## src/design/dsr_pkg.sv

```systemverilog
// ----------------------------------------------------------------------------
// dsr_pkg
// Shared constants and types of the DER signature to raw r||s converter.
// ----------------------------------------------------------------------------
`timescale 1ns / 1ps
`default_nettype none

package dsr_pkg;

    // Default integer size (P-256) and byte counter width.
    localparam int INT_BYTES_DEF  = 32;
    localparam int COUNT_BITS_DEF = 9;

    // Width of a start offset or write position; covers integers up to 66 bytes.
    localparam int START_W = 7;

    localparam logic [7:0] TAG_SEQUENCE = 8'h30;
    localparam logic [7:0] TAG_INTEGER  = 8'h02;
    localparam logic [7:0] ZERO_BYTE    = 8'h00;
    localparam int         MIN_SIG_BYTES = 6;

    // One finished signature handed from the parser to the emitter.
    typedef struct packed {
        logic               failed;
        logic               bank;
        logic [START_W-1:0] r_start;
        logic [START_W-1:0] s_start;
    } t_job;

    // Buffer write request from the parser.
    typedef struct packed {
        logic               en;
        logic               bank;
        logic               half;
        logic [START_W-1:0] pos;
        logic [7:0]         data;
    } t_wr;

endpackage

`default_nettype wire

```

## src/design/dsr_front.sv

```systemverilog
// ----------------------------------------------------------------------------
// dsr_front
// DER parser: takes one byte per request, writes integer bytes into the
// buffer bank in use and posts a job on the final byte.
// ----------------------------------------------------------------------------
`timescale 1ns / 1ps
`default_nettype none

module dsr_front #(
    parameter int INT_BYTES  = dsr_pkg::INT_BYTES_DEF,
    parameter int COUNT_BITS = dsr_pkg::COUNT_BITS_DEF
) (
    input  wire logic        i_clk,
    input  wire logic        i_rst_n,
    input  wire logic        i_take,
    input  wire logic [7:0]  i_sig_byte,
    input  wire logic        i_end_of_sig,
    output dsr_pkg::t_job    o_job,
    output logic             o_job_push,
    output dsr_pkg::t_wr     o_wr
);

    localparam int SW    = dsr_pkg::START_W;
    localparam int CMP_W = (COUNT_BITS > 9) ? COUNT_BITS : 9;

    localparam logic [2:0] PH_SEQ_TAG  = 3'd0;
    localparam logic [2:0] PH_SEQ_LEN  = 3'd1;
    localparam logic [2:0] PH_INT_TAG  = 3'd2;
    localparam logic [2:0] PH_INT_LEN  = 3'd3;
    localparam logic [2:0] PH_INT_DATA = 3'd4;
    localparam logic [2:0] PH_DONE     = 3'd5;

    localparam logic [COUNT_BITS-1:0] COUNT_MAX = {COUNT_BITS{1'b1}};
    localparam logic [SW-1:0]         INT_END   = SW'(INT_BYTES);

    logic [2:0]            r_phase,   n_phase;
    logic [COUNT_BITS-1:0] r_count,   n_count;
    logic [7:0]            r_seq_len, n_seq_len;
    logic [7:0]            r_left,    n_left;
    logic                  r_first,   n_first;
    logic                  r_second,  n_second;
    logic [SW-1:0]         r_r_start, n_r_start;
    logic [SW-1:0]         r_s_start, n_s_start;
    logic [SW-1:0]         r_wpos,    n_wpos;
    logic                  r_err,     n_err;
    logic                  r_bank,    n_bank;

    always_comb begin
        logic             drop;
        logic             keep;
        logic             stop;
        logic [7:0]       dlen;
        logic [7:0]       left_dec;
        logic [SW-1:0]    start;
        logic [SW-1:0]    pos;
        logic [CMP_W-1:0] cnt_ext;
        logic [CMP_W-1:0] need;

        n_phase   = r_phase;
        n_count   = r_count;
        n_seq_len = r_seq_len;
        n_left    = r_left;
        n_first   = r_first;
        n_second  = r_second;
        n_r_start = r_r_start;
        n_s_start = r_s_start;
        n_wpos    = r_wpos;
        n_err     = r_err;
        n_bank    = r_bank;
        o_wr      = '0;
        o_job     = '0;
        o_job_push = 1'b0;
        drop      = 1'b0;
        keep      = 1'b1;
        stop      = 1'b0;
        dlen      = r_left;
        left_dec  = 8'd0;
        start     = INT_END;
        pos       = r_wpos;
        cnt_ext   = '0;
        need      = '0;

        if (i_take) begin
            if (r_count != COUNT_MAX) begin
                n_count = r_count + 1'b1;
            end
            if (!r_err) begin
                case (r_phase)
                    PH_SEQ_TAG: begin
                        if (i_sig_byte != dsr_pkg::TAG_SEQUENCE) begin
                            n_err = 1'b1;
                        end else begin
                            n_phase = PH_SEQ_LEN;
                        end
                    end
                    PH_SEQ_LEN: begin
                        n_seq_len = i_sig_byte;
                        n_phase   = PH_INT_TAG;
                    end
                    PH_INT_TAG: begin
                        if (i_sig_byte != dsr_pkg::TAG_INTEGER) begin
                            n_err = 1'b1;
                        end else begin
                            n_phase = PH_INT_LEN;
                        end
                    end
                    PH_INT_LEN: begin
                        n_left = i_sig_byte;
                        if (i_sig_byte == dsr_pkg::ZERO_BYTE) begin
                            // Empty integer: value is all zeros.
                            if (r_second) begin
                                n_s_start = INT_END;
                                n_phase   = PH_DONE;
                            end else begin
                                n_r_start = INT_END;
                                n_second  = 1'b1;
                                n_phase   = PH_INT_TAG;
                            end
                            n_wpos = INT_END;
                        end else begin
                            n_first = 1'b1;
                            n_phase = PH_INT_DATA;
                        end
                    end
                    PH_INT_DATA: begin
                        if (r_first) begin
                            drop    = (r_left > 8'd1) && (i_sig_byte == dsr_pkg::ZERO_BYTE);
                            dlen    = drop ? (r_left - 8'd1) : r_left;
                            n_first = 1'b0;
                            if (dlen > 8'(INT_BYTES)) begin
                                n_err = 1'b1;
                                stop  = 1'b1;
                            end else begin
                                start = INT_END - SW'(dlen);
                                if (r_second) begin
                                    n_s_start = start;
                                end else begin
                                    n_r_start = start;
                                end
                                n_wpos = start;
                                pos    = start;
                                keep   = !drop;
                            end
                        end
                        if (!stop) begin
                            if (keep && (pos < INT_END)) begin
                                o_wr.en   = 1'b1;
                                o_wr.bank = r_bank;
                                o_wr.half = r_second;
                                o_wr.pos  = pos;
                                o_wr.data = i_sig_byte;
                                n_wpos    = pos + 1'b1;
                            end
                            left_dec = (r_left != 8'd0) ? (r_left - 8'd1) : 8'd0;
                            n_left   = left_dec;
                            if (left_dec == 8'd0) begin
                                if (r_second) begin
                                    n_phase = PH_DONE;
                                end else begin
                                    n_second = 1'b1;
                                    n_phase  = PH_INT_TAG;
                                end
                            end
                        end
                    end
                    default: begin
                    end
                endcase
            end

            if (i_end_of_sig) begin
                cnt_ext = CMP_W'(n_count);
                need    = CMP_W'(n_seq_len) + CMP_W'(2);
                o_job_push    = 1'b1;
                o_job.bank    = r_bank;
                o_job.r_start = n_r_start;
                o_job.s_start = n_s_start;
                o_job.failed  = !(!n_err && (n_phase == PH_DONE) &&
                                  (cnt_ext >= CMP_W'(dsr_pkg::MIN_SIG_BYTES)) &&
                                  (need <= cnt_ext));
                // Next signature goes to the other bank.
                n_bank    = ~r_bank;
                n_phase   = PH_SEQ_TAG;
                n_count   = '0;
                n_seq_len = 8'd0;
                n_left    = 8'd0;
                n_first   = 1'b0;
                n_second  = 1'b0;
                n_r_start = INT_END;
                n_s_start = INT_END;
                n_wpos    = '0;
                n_err     = 1'b0;
            end
        end
    end

    always_ff @(posedge i_clk) begin
        if (!i_rst_n) begin
            r_phase   <= PH_SEQ_TAG;
            r_count   <= '0;
            r_seq_len <= 8'd0;
            r_left    <= 8'd0;
            r_first   <= 1'b0;
            r_second  <= 1'b0;
            r_r_start <= INT_END;
            r_s_start <= INT_END;
            r_wpos    <= '0;
            r_err     <= 1'b0;
            r_bank    <= 1'b0;
        end else begin
            r_phase   <= n_phase;
            r_count   <= n_count;
            r_seq_len <= n_seq_len;
            r_left    <= n_left;
            r_first   <= n_first;
            r_second  <= n_second;
            r_r_start <= n_r_start;
            r_s_start <= n_s_start;
            r_wpos    <= n_wpos;
            r_err     <= n_err;
            r_bank    <= n_bank;
        end
    end

endmodule

`default_nettype wire

```

## src/design/dsr_job_fifo.sv

```systemverilog
// ----------------------------------------------------------------------------
// dsr_job_fifo
// Two-entry queue of finished signatures between the parser and the emitter.
// ----------------------------------------------------------------------------
`timescale 1ns / 1ps
`default_nettype none

module dsr_job_fifo (
    input  wire logic          i_clk,
    input  wire logic          i_rst_n,
    input  wire logic          i_push,
    input  wire dsr_pkg::t_job i_job,
    input  wire logic          i_pop,
    output dsr_pkg::t_job      o_job,
    output logic [1:0]         o_count
);

    dsr_pkg::t_job r_entry [2];
    logic          r_wr_ptr, n_wr_ptr;
    logic          r_rd_ptr, n_rd_ptr;
    logic [1:0]    r_count,  n_count;

    always_comb begin
        n_wr_ptr = r_wr_ptr;
        n_rd_ptr = r_rd_ptr;
        n_count  = r_count;
        if (i_push) begin
            n_wr_ptr = ~r_wr_ptr;
        end
        if (i_pop) begin
            n_rd_ptr = ~r_rd_ptr;
        end
        if (i_push && !i_pop) begin
            n_count = r_count + 2'd1;
        end else if (!i_push && i_pop) begin
            n_count = r_count - 2'd1;
        end
    end

    always_ff @(posedge i_clk) begin
        if (!i_rst_n) begin
            r_wr_ptr <= 1'b0;
            r_rd_ptr <= 1'b0;
            r_count  <= 2'd0;
        end else begin
            r_wr_ptr <= n_wr_ptr;
            r_rd_ptr <= n_rd_ptr;
            r_count  <= n_count;
        end
    end

    always_ff @(posedge i_clk) begin
        if (i_push) begin
            r_entry[r_wr_ptr] <= i_job;
        end
    end

    assign o_job   = r_entry[r_rd_ptr];
    assign o_count = r_count;

endmodule

`default_nettype wire

```

## src/design/dsr_back.sv

```systemverilog
// ----------------------------------------------------------------------------
// dsr_back
// Emitter: owns the two-bank byte buffer and plays out r||s, or one error
// result, for each job through a registered output stage.
// ----------------------------------------------------------------------------
`timescale 1ns / 1ps
`default_nettype none

module dsr_back #(
    parameter int INT_BYTES = dsr_pkg::INT_BYTES_DEF
) (
    input  wire logic          i_clk,
    input  wire logic          i_rst_n,
    input  wire dsr_pkg::t_wr  i_wr,
    input  wire logic          i_job_avail,
    input  wire dsr_pkg::t_job i_job,
    output logic               o_job_pop,
    output logic               o_busy,
    output logic [7:0]         o_raw_byte,
    output logic [5:0]         o_raw_index,
    output logic               o_final_result,
    output logic               o_failed,
    output logic               o_empty,
    input  wire logic          i_pop
);

    localparam int SW     = dsr_pkg::START_W;
    localparam int IDX_W  = (INT_BYTES > 1) ? $clog2(INT_BYTES) : 1;
    localparam int ADDR_W = IDX_W + 2;
    localparam int DEPTH  = 1 << ADDR_W;
    localparam int KW     = $clog2(2 * INT_BYTES);
    localparam logic [KW-1:0] K_HALF = KW'(INT_BYTES);
    localparam logic [KW-1:0] K_LAST = KW'(2 * INT_BYTES - 1);

    localparam logic [1:0] ST_IDLE = 2'd0;
    localparam logic [1:0] ST_READ = 2'd1;
    localparam logic [1:0] ST_LOAD = 2'd2;
    localparam logic [1:0] ST_OUT  = 2'd3;

    logic [7:0]        mem [DEPTH];
    logic [7:0]        r_rd_data;

    logic [1:0]        r_state, n_state;
    logic [KW-1:0]     r_k,     n_k;
    dsr_pkg::t_job     r_job,   n_job;
    logic [7:0]        r_out_byte,  n_out_byte;
    logic [5:0]        r_out_index, n_out_index;
    logic              r_out_final, n_out_final;
    logic              r_out_fail,  n_out_fail;

    logic              half;
    logic [SW-1:0]     j;
    logic [ADDR_W-1:0] rd_addr;
    logic [ADDR_W-1:0] wr_addr;

    assign half    = (r_k >= K_HALF);
    assign j       = half ? SW'(r_k - K_HALF) : SW'(r_k);
    assign rd_addr = {r_job.bank, half, j[IDX_W-1:0]};
    assign wr_addr = {i_wr.bank, i_wr.half, i_wr.pos[IDX_W-1:0]};

    always_ff @(posedge i_clk) begin
        if (i_wr.en) begin
            mem[wr_addr] <= i_wr.data;
        end
        r_rd_data <= mem[rd_addr];
    end

    always_comb begin
        logic [SW-1:0] start;

        n_state     = r_state;
        n_k         = r_k;
        n_job       = r_job;
        n_out_byte  = r_out_byte;
        n_out_index = r_out_index;
        n_out_final = r_out_final;
        n_out_fail  = r_out_fail;
        o_job_pop   = 1'b0;
        start       = half ? r_job.s_start : r_job.r_start;

        case (r_state)
            ST_IDLE: begin
                if (i_job_avail) begin
                    o_job_pop = 1'b1;
                    n_job     = i_job;
                    n_k       = '0;
                    if (i_job.failed) begin
                        n_out_byte  = 8'd0;
                        n_out_index = 6'd0;
                        n_out_final = 1'b1;
                        n_out_fail  = 1'b1;
                        n_state     = ST_OUT;
                    end else begin
                        n_state = ST_READ;
                    end
                end
            end
            ST_READ: begin
                n_state = ST_LOAD;
            end
            ST_LOAD: begin
                // Bytes left of the integer's start were never written; show zero.
                n_out_byte  = (j >= start) ? r_rd_data : 8'd0;
                n_out_index = 6'(r_k);
                n_out_final = (r_k == K_LAST);
                n_out_fail  = 1'b0;
                n_state     = ST_OUT;
            end
            ST_OUT: begin
                if (i_pop) begin
                    if (r_out_final) begin
                        n_state = ST_IDLE;
                    end else begin
                        n_k     = r_k + 1'b1;
                        n_state = ST_READ;
                    end
                end
            end
            default: begin
                n_state = ST_IDLE;
            end
        endcase
    end

    always_ff @(posedge i_clk) begin
        if (!i_rst_n) begin
            r_state <= ST_IDLE;
        end else begin
            r_state <= n_state;
        end
        r_k         <= n_k;
        r_job       <= n_job;
        r_out_byte  <= n_out_byte;
        r_out_index <= n_out_index;
        r_out_final <= n_out_final;
        r_out_fail  <= n_out_fail;
    end

    assign o_busy         = (r_state != ST_IDLE);
    assign o_empty        = (r_state != ST_OUT);
    assign o_raw_byte     = r_out_byte;
    assign o_raw_index    = r_out_index;
    assign o_final_result = r_out_final;
    assign o_failed       = r_out_fail;

endmodule

`default_nettype wire

```

## src/design/ecdsa_der_signature_to_raw.sv

```systemverilog
// Input: one DER byte per cycle while fewer than two signatures await output.
// Output: 2*INT_BYTES results per good signature, each through buffer read, load
// and present steps, the next only after a pop; a failed signature gives one result.
// The final byte's job passes the job queue first; an error result skips read and load.
// Synchronous active-low reset clears FSM and count state; buffer and data regs are not.
// ----------------------------------------------------------------------------
// ecdsa_der_signature_to_raw
// Converts a DER ECDSA signature into raw big-endian r||s bytes.
// ----------------------------------------------------------------------------
`timescale 1ns / 1ps
`default_nettype none

module ecdsa_der_signature_to_raw #(
    parameter int INT_BYTES  = dsr_pkg::INT_BYTES_DEF,
    parameter int COUNT_BITS = dsr_pkg::COUNT_BITS_DEF
) (
    input  wire logic       i_clk,
    input  wire logic       i_rst_n,
    input  wire logic [7:0] i_sig_byte,
    input  wire logic       i_end_of_sig,
    input  wire logic       push,
    output logic            full,
    output logic [7:0]      o_raw_byte,
    output logic [5:0]      o_raw_index,
    output logic            o_final_result,
    output logic            o_failed,
    output logic            empty,
    input  wire logic       pop
);

    dsr_pkg::t_job job_in;
    dsr_pkg::t_job job_out;
    dsr_pkg::t_wr  wr;
    logic          job_push;
    logic          job_pop;
    logic [1:0]    job_count;
    logic          busy;
    logic          take;

    // Each pending or active signature holds one buffer bank; there are two.
    assign full = ({1'b0, job_count} + {2'b00, busy}) >= 3'd2;
    assign take = push && !full;

    dsr_front #(
        .INT_BYTES  (INT_BYTES),
        .COUNT_BITS (COUNT_BITS)
    ) u_front (
        .i_clk        (i_clk),
        .i_rst_n      (i_rst_n),
        .i_take       (take),
        .i_sig_byte   (i_sig_byte),
        .i_end_of_sig (i_end_of_sig),
        .o_job        (job_in),
        .o_job_push   (job_push),
        .o_wr         (wr)
    );

    dsr_job_fifo u_fifo (
        .i_clk   (i_clk),
        .i_rst_n (i_rst_n),
        .i_push  (job_push),
        .i_job   (job_in),
        .i_pop   (job_pop),
        .o_job   (job_out),
        .o_count (job_count)
    );

    dsr_back #(
        .INT_BYTES (INT_BYTES)
    ) u_back (
        .i_clk          (i_clk),
        .i_rst_n        (i_rst_n),
        .i_wr           (wr),
        .i_job_avail    (job_count != 2'd0),
        .i_job          (job_out),
        .o_job_pop      (job_pop),
        .o_busy         (busy),
        .o_raw_byte     (o_raw_byte),
        .o_raw_index    (o_raw_index),
        .o_final_result (o_final_result),
        .o_failed       (o_failed),
        .o_empty        (empty),
        .i_pop          (pop)
    );

endmodule

`default_nettype wire

```

## config.mk

```make
export PLATFORM = sky130hd
export DESIGN_NAME = ecdsa_der_signature_to_raw
export DESIGN_NICKNAME = d
export VERILOG_FILES = /design/src/design/dsr_pkg.sv /design/src/design/dsr_front.sv /design/src/design/dsr_job_fifo.sv /design/src/design/dsr_back.sv /design/src/design/ecdsa_der_signature_to_raw.sv
export SDC_FILE = /design/constraint.sdc
export NUM_CORES = 1
export LEC_CHECK = 0
export BUFFER_PORTS_ARGS = -buffer_cell sky130_fd_sc_hd__buf_4
export CORE_MARGIN = 3
export CORE_UTILIZATION = 30
export CTS_CLUSTER_DIAMETER = 80
export DETAILED_ROUTE_END_ITERATION = 10
export GPL_ROUTABILITY_DRIVEN = 1
export GPL_TIMING_DRIVEN = 1
export SKIP_LAST_GASP = 1
export SLEW_MARGIN = 0
export SYNTH_ARGS = -nofsm -noshare
export SYNTH_HDL_FRONTEND = slang
export SYNTH_SLANG_ARGS = --single-unit
```

## constraint.sdc

```tcl
create_clock -name i_clk -period 6.5 [get_ports i_clk]
set_input_delay 0.65 -clock i_clk [delete_from_list [all_inputs] [get_ports i_clk]]
set_output_delay 0.65 -clock i_clk [all_outputs]
set_load 0.03 [all_outputs]
```

==> results of run 1 <==
==> final cells by class <==
cell class	instances	area share, %
well taps	2058	4.745
clock inverters	69	1.379
inverters	25	0.1775
flip-flops and latches	1161	62.99
clock buffers	141	5.562
multi-input cells	1104	22.91
diodes	1	0.004612
repair buffers	128	2.232
==> final timing paths <==
| kind | start | endpoint | slack, ns | cells after the start |
|---|---|---|---|---|
| worst min-delay path | i_sig_byte[5] | u_front.r_seq_len[5]$_SDFFE_PN0P_ | 0.32 | 3 |
| worst max register to register | u_front.r_left[0]$_SDFFE_PN0P_ | u_back.mem[82][4]$_DFFE_PP_ | 0.43 | 15 |
| worst min register to register | u_front.r_s_start[6]$_SDFFE_PN0P_ | u_front.r_s_start[6]$_SDFFE_PN0P_ | 0.45 | 2 |
| worst max-delay path | u_front.r_left[0]$_SDFFE_PN0P_ | u_back.mem[82][4]$_DFFE_PP_ | 0.43 | 15 |
==> stage by stage <==
| step | util (%) | instance area, um2 | instances | hold slack (ns) |
|---|---|---|---|---|
| final | 34.70 | 54260 | 4687 | 0.3198 |
| after global routing | 34.70 | 54260 | 4686 | 0.3209 |
| after CTS | 34.69 | 54260 | 4686 | 0.2833 |
| after detailed placement | 32.29 | 50490 | 4476 | 0.4211 |
| after global placement | 32.29 | 50490 | 4476 | 0.4170 |
| after floorplan | - | 47270 | 2424 | 0.4052 |
==> routing by layer <==
layer  vias to the layer above  global-route usage (%)  share of wire, %
met3                       166                   3.123               6.9
met4                         0                   3.536               2.3
met1                     12390                   19.48                43
met5                         -                       0                 0
met2                       808                   22.01                47
li1                      10170                       -                 -
==> cells in the mapped netlist (4+ instances only) <==
master / number
nor3_1: 13
nor3b_1: 4
buf_1: 33
nand4_4: 8
buf_6: 7
mux4_2: 328
a21o_1: 10
a22oi_1: 17
a21boi_0: 4
edfxtp_1: 1093
o32ai_1: 4
xor2_1: 13
mux2_2: 27
or3_1: 6
ha_1: 28
nand4_2: 4
nand4_1: 4
and3_1: 15
nand2b_1: 6
a211oi_1: 14
dfxtp_1: 68
o31ai_1: 7
nor4_1: 9
xnor2_1: 18
a21oi_1: 48
nor2_1: 189
buf_2: 11
inv_1: 23
o21ai_0: 50
o211ai_1: 4
mux2i_1: 30
clkbuf_1: 81
and2_1: 29
and4_1: 4
nor2b_1: 27
o22ai_1: 7
o21a_1: 10
a31oi_1: 4
nand3_1: 36
nand2_1: 71
==> worst max-delay path: stages, from the launching register on <==
cell and delay (ns):
dfxtp_1 0.52, inv_1 0.16, ha_1 0.34, nor2_1 0.30, o311a_1 0.23, xnor2_1 0.18
inv_1 0.20, ha_1 0.26, nand2b_1 0.08, nor4b_1 0.39, a22oi_1 0.18, o221a_4 0.35
o31ai_4 0.33, and3_4 0.67, nand4_4 0.71, nor2_1 0.79
==> cell families (layout without fill, tap and decap cells) <==
kind of cell / Yosys count / after routing / share of synthesized area (%)
DFF: 1161 / 1161 / 72.32
and+or+nand+nor: 443 / 443 / 4.799
muxes: 386 / 386 / 16.95
AOI/OAI and AO/OA: 215 / 215 / 3.158
buffers and inverters: 159 / 363 / 1.451
xor gates and xnor gates: 31 / 31 / 0.5744
adders and majority gates: 28 / 28 / 0.7412
other: 1 / 2 / 0.007933
==> sequential cells by signal, summed over array words and instances, names as in the netlist, 7 cells and up, named ones only <==
signal / flops
u_back.mem: 1024
u_fifo.r_entry: 32
u_back.r_job: 15
u_front.r_count: 9
u_back.o_raw_byte: 8
u_back.r_rd_data: 8
u_front.r_left: 8
u_front.r_seq_len: 8
u_front.r_r_start: 7
u_front.r_s_start: 7
u_front.r_wpos: 7
==> layout by cell type (no fill, tap or decap), types with 23 or more instances in the layout <==
master and n:
nor2_1 188, mux4_2 328, buf_4 108, nor2b_1 27
dfxtp_1 68, o21ai_0 50, clkbuf_16 117, edfxtp_1 1093
inv_1 23, nand3_1 36, nand2_1 71, mux2i_1 30
a21oi_1 48, mux2_2 27, clkinv_1 25, ha_1 28
clkbuf_1 24
==> power by group through the flow <==
stage,logic [mW],registers (mW),clock network (mW)
finish,2.96,8.41,6.62
global route,3.20,8.42,7.08
CTS,3.04,8.41,6.76
detailed placement,3.04,8.57,0
global placement,3.03,8.57,0
floorplan,2.20,8.49,0
==> what timing repair did <==
| item | CTS | global route |
|---|---|---|
| hold buffers | 0 | 0 |
| gates resized for setup | 0 | 1 |
| endpoints found under the setup margin | 0 | 7 |
==> impl_metrics.csv, run 1 <==
group,metric,value,unit
outcome,outcome,"finished clean",
global_route,antenna_found_initial,2,
global_route,grtUsageTotal,13.92,%
floorplan,die_width,402.9,um
yosys,synth_top_cell_by_area,"edfxtp_1",
sta,timing_max_transition_violations_final,0,
sta,rsz0062_at_grt,"no",
clocking,cts_tree,"built",
power,power_switching,4.744,mW
sta,finalSetupViolCount,0,
critical_path,cp.required,6.80,ns
critical_path,timing_worst_setup_path_type,"reg -> reg",
yosys,ys_ff_latch,1161,
global_route,grt_max_degree,117,
routing,vias,23540,
routing,avgRoutedWirePerCell,24.34,um
power,clkPwrFrac,36.8,%
routing,antenna_left,0,
final_layout,multiInputGateArea,0.01243,mm2
floorplan,row_count,145,
power,power_density,331.6,mW/mm2
clocking,h-tree-depth,3,
sta,timing.fmax,0.1648,GHz
placed_design,pre_cts_ws,0.4052,ns
clocking,clk_pin_slew_worst_paths,0.06,ns
yosys,synthDominantCellAreaShare,69.44,%
clocking,insertion_delay,0.72,ns
yosys,synth_cell_types,83,
hold_path,hold_class,"in -> reg",
critical_path,critPathLaunchType,"register",
power,p_leak,19.47,nW
power,seqPwrFrac,46.8,%
power,ir_worst_vdd,274.4,uV
yosys,synth_warnings,0,
yosys,synth_edf_count,1093,
power,netSwitchingFraction,26.37,%
clocking,clockBufferDepth,3,
final_layout,regArea,0.03418,mm2
yosys,syn-cell-area,0.04727,mm2
routing,drc_errors,0,
power,power,17.99,mW
floorplan,die_h,402.9,um
critical_path,path_max_fanout,31,
placed_design,dp_hpwl,71930,um
routing,vias_per_cell,5.022,
yosys,avgSynthCellArea,19.50,um2
sta,setup_tns,0,ns
sta,fin_crit,6.068,ns
sta,slew_headroom,18.91,%
yosys,ys_top_cells_by_area,"edfxtp_1, mux4_2, dfxtp_1",
clocking,root_buffer,"clkbuf_16",
final_layout,syn_to_final_growth,14.80,%
routing,drt_iter0_markers,2373,
routing,dr.pass1.iters,5,
critical_path,arrival,6.37,ns
yosys,synthesis.instances,2424,
job,drv_cap,0,
sta,setup_ws,0.4321,ns
critical_path,end_kind,"register",
final_layout,layout.nets,2577,
power,p_comb_share,16.5,%
yosys,syn_nets,2465,
sta,max_slew.worst_pin.slew,1.212,ns
global_route,grt_pass1_vias,24150,
clocking,post_cts_buffers,0,
final_layout,drive_above_1_share,26.41,%
floorplan,die_area,0.1624,mm2
clocking,cts.sinks,1161,
floorplan,initial_utilization,30.23,%
sta,finalCritPeriodShare,93.35,%
yosys,dominantRegCellSynth,"edfxtp_1",
yosys,synthArstFlopShare,0,%
floorplan,core_region_area,0.1564,mm2
sta,finClkSkew,0.05517,ns
yosys,yosysSeqAreaShare,72.32,%
global_route,grt.overflow.total,0,
placed_design,place.gp.congestion,0.8088,
placed_design,portBuffers,30,
routing,drt-total-wl,114100,um
floorplan,io-pin-count,31,
sta,hold_violations,0,
global_route,grt_pass1_wl,168300,um
power,internal_power,13.25,mW
clocking,cts_inserted_buffers,116,
final_layout,fillers,14560,
No activity file was read; power rests on OpenSTA's default activity.
==> run 2: changes to the inputs <==
Settings changed: GPL_TIMING_DRIVEN 1 to 0.
==> run 2 against run 1 <==
  * Non-clock buffer count is 58 higher
  * Via count is 4.4% higher
  * Worst hold slack worse by 0.0092 ns
  * Core utilization is 0.53 points higher
  * Sequential share of layout area is 0.94 points lower
  * Sequential power is 0.7% lower
  * Cell count is 1.4% higher
  * Global-route usage is 0.85 points higher
  * Total power is 4.3% higher
  * Clock power is 5.1% higher
  * Largest cell class unchanged
  * Critical endpoint is now u_back.mem[32][5]$_DFFE_PP_
  * Largest power group unchanged
  * Critical path type unchanged
  * Routed wire length is 7.0% higher
==> impl_metrics.csv, run 2 (synthesized netlist as in run 1, its figures left out) <==
group,metric,value,unit
critical_path,end_kind,"register",
hold_path,hold_class,"in -> reg",
critical_path,cp.required,6.82,ns
power,clkPwrFrac,37.1,%
final_layout,stdcell_area,0.05509,mm2
routing,dr.max_layer_used,"met4",
routing,vias,24580,
global_route,grt.overflow.total,0,
clocking,root_buffer,"clkbuf_16",
sta,slew_headroom,9.827,%
sta,rsz0062_at_grt,"yes",
routing,wl_met1,51890,um
final_layout,drive_above_1_share,28.53,%
critical_path,regToRegSetupSlack,0.15,ns
floorplan,initial_utilization,30.23,%
power,power_switching,5.278,mW
sta,max_slew.worst_pin.slew,1.353,ns
sta,timing.fmax,0.1575,GHz
critical_path,slowest_delay,0.78,ns
power,p_comb_share,18.4,%
critical_path,crit_path_top_delay_cell,"nand3_1",
global_route,grt_max_degree,92,
routing,avgRoutedWirePerCell,25.68,um
clocking,cts_tree,"built",
routing,drt_iter0_markers,2555,
power,netSwitchingFraction,28.13,%
global_route,antenna_found_initial,0,
power,p_leak,19.41,nW
critical_path,timing.rr.end,"u_back.mem[32][5]$_DFFE_PP_",
critical_path,arrival,6.67,ns
clocking,cts.sinks,1161,
critical_path,crit_buf_inv,6,
final_layout,final_cell_mix,"edfxtp_1, mux4_2, clkbuf_16",
routing,vias_per_cell,5.171,
global_route,grt_pass1_wl,174700,um
routing,drt-total-wl,122100,um
power,internal_power,13.49,mW
floorplan,die_width,402.9,um
floorplan,die_area,0.1624,mm2
final_layout,top_register,"u_back.mem",
placed_design,dp_hpwl,81420,um
routing,dr.pass1.iters,5,
clocking,clk_pin_slew_worst_paths,0.06,ns
critical_path,rr_worst_depth,18,
critical_path,critPathLaunchType,"register",
floorplan,row_count,145,
clocking,cts_inserted_buffers,116,
placed_design,portBuffers,28,
routing,drc_errors,0,
hold_path,holdCritStartpoint,"i_sig_byte[5]",
final_layout,layout.nets,2635,
clocking,insertion_delay,0.70,ns
final_layout,syn_to_final_growth,16.54,%
hold_path,min_to,"u_front.r_seq_len[5]$_SDFFE_PN0P_",
final_layout,reg_top3,"u_back.mem x1024, u_fifo.r_entry x32, u_back.r_job x15",
clocking,h-tree-depth,3,
floorplan,core_region_area,0.1564,mm2
critical_path,reg2reg_from,"u_front.r_left[1]$_SDFFE_PN0P_",
critical_path,timing_worst_setup_path_type,"reg -> reg",
placed_design,placed_area,0.05033,mm2
floorplan,die_h,402.9,um
final_layout,num_antenna_cells,0,
sta,fin_crit,6.348,ns
sta,timing_max_transition_violations_final,0,
critical_path,path_max_fanout,9,
power,ir_worst_vdd,232.3,uV
hold_path,whs_path_depth,3,
critical_path,path_cells,"clkbuf_1, inv_1, ha_1, buf_2, nor2_1, o311a_1, buf_2, xnor2_1, inv_1, ha_1, and4b_1, a32oi_2, nand3_1, and2_1, clkbuf_1, o31ai_2, nand3_1, nor2_2",
sta,finalSetupViolCount,0,
clocking,hold_buffers,0,
sta,finalCritPeriodShare,97.67,%
sta,finClkSkew,0.02380,ns
sta,hold_violations,0,
critical_path,crit_family,"simple AND/OR/NAND/NOR gates",
sta,setup_tns,0,ns
routing,dr_wl_met3,8983,um
power,power,18.77,mW
job,drv_cap,0,
placed_design,place.gp.congestion,0.8421,
clocking,clockBufferDepth,3,
final_layout,largest_reg_flops,1024,
final_layout,final_common_cell,"edfxtp_1",
global_route,grtUsageTotal,14.77,%
power,power_density,340.7,mW/mm2
routing,wl_met2,58400,um
power,seqPwrFrac,44.5,%
global_route,grt_pass1_vias,24170,
outcome,outcome,"finished clean",
floorplan,io-pin-count,31,
routing,antenna_left,0,
## run 2: cell types whose count changed in the layout (fill, tap and decap cells not counted), moves of 9 or more
cell	delta
buf_4	-72
nor2_1	-116
clkbuf_1	+74
nor2_4	+51
buf_1	+33
buf_2	+9
buf_6	+9
buf_12	-9
nor2_2	+65
## run 2: repair_timing
| action | 4_1_cts | 5_1_grt |
|---|---|---|
| buffers inserted | 1 | 13 |
| setup endpoints to repair | 955 | 1024 |
| gates resized for setup | 125 | 53 |
| pin swaps | 1 | 10 |
## run 2: how the worst max path moves through the flow
stage / slack, ns / depth (start not counted) / startpoint / to
after floorplan: 0.55 / 14 / i_sig_byte[1] / u_back.mem[0][0]$_DFFE_PP_
after global placement: -2.95 / 15 / i_sig_byte[1] / u_back.mem[8][6]$_DFFE_PP_
final: 0.15 / 18 / u_front.r_left[1]$_SDFFE_PN0P_ / u_back.mem[32][5]$_DFFE_PP_
after CTS: -0.12 / 22 / u_front.r_left[0]$_SDFFE_PN0P_ / u_back.mem[51][1]$_DFFE_PP_
after detailed placement: -1.07 / 19 / i_sig_byte[1] / u_back.mem[77][2]$_DFFE_PP_
after global routing: -0.09 / 18 / u_front.r_left[1]$_SDFFE_PN0P_ / u_back.mem[32][2]$_DFFE_PP_
## run 2: per-stage QoR
| step | std cells | hold slack (ns) | setup slack [ns] | utilization, % |
|---|---|---|---|---|
| final | 4753 | 0.3106 | 0.1517 | 35.22 |
| after global routing | 4753 | 0.2947 | -0.08758 | 35.22 |
| after CTS | 4740 | 0.2520 | -0.1247 | 35.00 |
| after detailed placement | 4520 | 0.4247 | -1.068 | 32.18 |
| after global placement | 4510 | 0.4142 | -2.951 | 32.01 |
| after floorplan | 2424 | 0.4052 | 0.5455 | - |
## run 2: layout make-up
class	count	area [um2]
multi-input cells	1104	13010
repair buffers	52	659.4
well taps	2058	2575
plain buffers	134	599.3
clock buffers	138	3037
inverters	25	96.34
fillers	14510	101300
clock inverters	81	932.1
flip-flops and latches	1161	34180
## run 2: metal layers
| layer | track usage, % | vias to the layer above |
|---|---|---|
| li1 | - | 10310 |
| met1 | 20.84 | 13130 |
| met2 | 23.77 | 971 |
| met3 | 2.465 | 164 |
| met4 | 3.846 | 0 |
| met5 | 0 | - |
## run 2: worst reg2reg max path, stage by stage (launching register included)
cell,delay (ns)
dfxtp_1,0.31
clkbuf_1,0.28
inv_1,0.14
ha_1,0.19
buf_2,0.18
nor2_1,0.28
o311a_1,0.18
buf_2,0.22
xnor2_1,0.31
inv_1,0.23
ha_1,0.32
and4b_1,0.22
a32oi_2,0.31
nand3_1,0.19
and2_1,0.19
clkbuf_1,0.25
o31ai_2,0.64
nand3_1,0.78
nor2_2,0.74
## run 2: power by group through the flow
stage / Combinational, mW / Clock (mW) / Sequential (mW)
after floorplan: 2.20 / 0 / 8.49
after global placement: 3.45 / 0 / 8.50
after detailed placement: 3.50 / 0 / 8.50
after CTS: 3.50 / 7.06 / 8.34
after global routing: 3.67 / 7.35 / 8.35
final: 3.45 / 6.96 / 8.35
==> run 3: changes to the inputs <==
Settings changed: CTS_BUF_LIST from default to sky130_fd_sc_hd__clkbuf_2 sky130_fd_sc_hd__clkbuf_4 sky130_fd_sc_hd__clkbuf_8.
==> run 3 against run 2 <==
  * Register-to-register slack improved by 0.05 ns
  * Cell count increased by 2.5%
  * Non-clock buffer count unchanged
  * Sequential cell count unchanged
==> impl_metrics.csv, run 3 (synthesized netlist as in run 1, its figures left out) <==
group,metric,value,unit
global_route,grtUsageTotal,14.99,%
clocking,cts_tree,"built",
sta,timing.fmax,0.1587,GHz
outcome,outcome,"finished clean",
final_layout,final_cells,4872,
hold_path,whs_path_depth,3,
power,power_density,329.4,mW/mm2
routing,dr.pass1.iters,5,
critical_path,critPathLaunchType,"register",
final_layout,final_cell_mix,"edfxtp_1, mux4_2, clkbuf_8",
clocking,root_buffer,"clkbuf_8",
final_layout,stdcell_area,0.05466,mm2
critical_path,reg2reg_from,"u_front.r_left[1]$_SDFFE_PN0P_",
placed_design,dp_hpwl,81420,um
sta,max_slew.worst_pin.slew,1.423,ns
global_route,grt_max_degree,92,
floorplan,io-pin-count,31,
sta,rsz0062_at_grt,"yes",
power,p_leak,19.39,nW
routing,drt_iter0_markers,2644,
critical_path,path_cells,"clkbuf_1, inv_1, ha_1, buf_2, nor2_1, o311a_1, buf_2, xnor2_1, inv_1, ha_1, and4b_1, a32oi_2, nand3_1, and2_1, clkbuf_1, o31ai_2, a21oi_1, nor2_1",
global_route,grt_pass1_wl,175800,um
routing,avgRoutedWirePerCell,25.37,um
floorplan,die_area,0.1624,mm2
critical_path,arrival,6.78,ns
clocking,hold_buffers,0,
sta,hold_violations,0,
final_layout,layout.nets,2704,
sta,slew_headroom,5.146,%
global_route,antenna_found_initial,3,
routing,vias,24790,
floorplan,row_count,145,
final_layout,final_common_cell,"edfxtp_1",
sta,finalSetupViolCount,0,
placed_design,place.gp.congestion,0.8421,
final_layout,final_util,34.95,%
clocking,cts_inserted_buffers,185,
critical_path,timing.rr.end,"u_back.mem[2][3]$_DFFE_PP_",
critical_path,crit_path_top_delay_cell,"nor2_1",
hold_path,hold_class,"in -> reg",
final_layout,largest_reg_flops,1024,
routing,drt-total-wl,123600,um
floorplan,die_h,402.9,um
power,ir_worst_vdd,181.5,uV
critical_path,slowest_delay,0.89,ns
final_layout,reg_top3,"u_back.mem x1024, u_fifo.r_entry x32, u_back.r_job x15",
final_layout,top_register,"u_back.mem",
critical_path,rr_worst_depth,18,
power,netSwitchingFraction,29.31,%
placed_design,dp_cells,4520,
routing,drc_errors,0,
critical_path,crit_family,"simple AND/OR/NAND/NOR gates",
final_layout,syn_to_final_growth,15.63,%
sta,finClkSkew,0.05017,ns
routing,vias_per_cell,5.087,
hold_path,holdCritStartpoint,"i_sig_byte[5]",
final_layout,fillers,14650,
critical_path,timing_worst_setup_path_type,"reg -> reg",
critical_path,crit_buf_inv,6,
critical_path,path_max_fanout,9,
clocking,clk_pin_slew_worst_paths,0.06,ns
critical_path,end_kind,"register",
final_layout,drive_above_1_share,31.43,%
floorplan,initial_utilization,30.23,%
power,internal_power,12.73,mW
power,seqPwrFrac,46.4,%
hold_path,min_to,"u_front.r_seq_len[5]$_SDFFE_PN0P_",
sta,timing_max_transition_violations_final,0,
power,power_switching,5.277,mW
clocking,h-tree-depth,4,
floorplan,core_region_area,0.1564,mm2
placed_design,placed_area,0.05033,mm2
power,clkPwrFrac,34.3,%
clocking,cts.sinks,1161,
clocking,insertion_delay,0.87,ns
sta,fin_crit,6.301,ns
critical_path,regToRegSetupSlack,0.20,ns
critical_path,cp.required,6.98,ns
global_route,grt_pass1_vias,24730,
routing,antenna_left,0,
global_route,grt.overflow.total,0,
job,drv_cap,0,
sta,finalCritPeriodShare,96.93,%
clocking,clockBufferDepth,3,
floorplan,die_width,402.9,um
placed_design,portBuffers,28,
power,p_comb_share,19.3,%
## run 3: cell count changes in the layout (fill, tap and decap cells not counted), moves of 5 or more
| cell | before | now |
|---|---|---|
| clkbuf_1 | 98 | 80 |
| clkinv_2 | 18 | 13 |
| clkbuf_8 | 3 | 190 |
| bufinv_16 | 18 | 4 |
| clkbuf_16 | 117 | 0 |
| clkbuf_4 | 0 | 69 |
| clkinv_1 | 30 | 51 |
| nor2_4 | 52 | 43 |
| nor2_2 | 66 | 75 |
| buf_12 | 11 | 6 |
## run 3: worst max-delay path by stage
stage                                    to  slack, ns                      startpoint  cells after the start
6_report         u_back.mem[2][3]$_DFFE_PP_       0.20  u_front.r_left[1]$_SDFFE_PN0P_                     18
4_1_cts        u_back.mem[103][4]$_DFFE_PP_      -0.12  u_front.r_left[0]$_SDFFE_PN0P_                     22
3_3_place_gp     u_back.mem[8][6]$_DFFE_PP_      -2.95                   i_sig_byte[1]                     15
5_1_grt          u_back.mem[2][7]$_DFFE_PP_      -0.04  u_front.r_left[1]$_SDFFE_PN0P_                     18
3_5_place_dp    u_back.mem[77][2]$_DFFE_PP_      -1.07                   i_sig_byte[1]                     19
2_1_floorplan    u_back.mem[0][0]$_DFFE_PP_       0.55                   i_sig_byte[1]                     14
## run 3: area by class of cell
type	instances	area [um2]	area share, %
Clock inverter	78	493.0	0.9019
Clock buffer	259	3133	5.732
Sequential cell	1161	34180	62.54
Inverter	25	96.34	0.1763
Multi-Input combinational cell	1104	12960	23.71
Antenna cell	1	2.502	0.004578
Timing Repair Buffer	52	616.8	1.129
Buffer	134	599.3	1.096
Tap cell	2058	2575	4.711
## run 3: worst reg2reg max path, cell delays in order (launching register included)
cell and delay, ns:
dfxtp_1 0.31, clkbuf_1 0.28, inv_1 0.14, ha_1 0.19, buf_2 0.18, nor2_1 0.30, o311a_1 0.19, buf_2 0.21
xnor2_1 0.31, inv_1 0.23, ha_1 0.32, and4b_1 0.22, a32oi_2 0.31, nand3_1 0.18, and2_1 0.19, clkbuf_1 0.24
o31ai_2 0.65, a21oi_1 0.59, nor2_1 0.91
## run 3: through the flow
step           hold WS (ns)  power, mW  setup TNS, ns  setup slack [ns]
6_report             0.1693      18.01              0            0.1994
5_1_grt              0.1583      18.67        -0.4024          -0.04026
4_1_cts             0.07939      18.14         -17.66           -0.1213
3_5_place_dp         0.4247      12.00        -558.35            -1.068
3_3_place_gp         0.4142      11.96       -3239.83            -2.951
2_1_floorplan        0.4052      10.70              0            0.5455
## run 3: layer usage
layer  wire, um  vias up  part of all wire, %  global-route usage [%]
met3      10380      239                  8.4                   3.916
met2      58080     1028                   47                   23.27
met4       4013        2                  3.2                   5.960
met1      51110    13050                   41                   20.12
li1           -    10470                    -                       -
met5         13        -                0.011                       0
## run 3: power groups by stage
| stage | clock network (mW) | registers, mW | logic (mW) |
|---|---|---|---|
| floorplan | 0 | 8.49 | 2.20 |
| global placement | 0 | 8.50 | 3.45 |
| detailed placement | 0 | 8.50 | 3.50 |
| CTS | 6.29 | 8.35 | 3.51 |
| global route | 6.62 | 8.36 | 3.70 |
| finish | 6.18 | 8.35 | 3.48 |
## run 3: repair_timing
item,in CTS,in global routing
gates resized for setup,99,71
setup endpoints to repair,934,1016
setup buffers,1,12
pin swaps,3,5
hold endpoints to repair,0,0
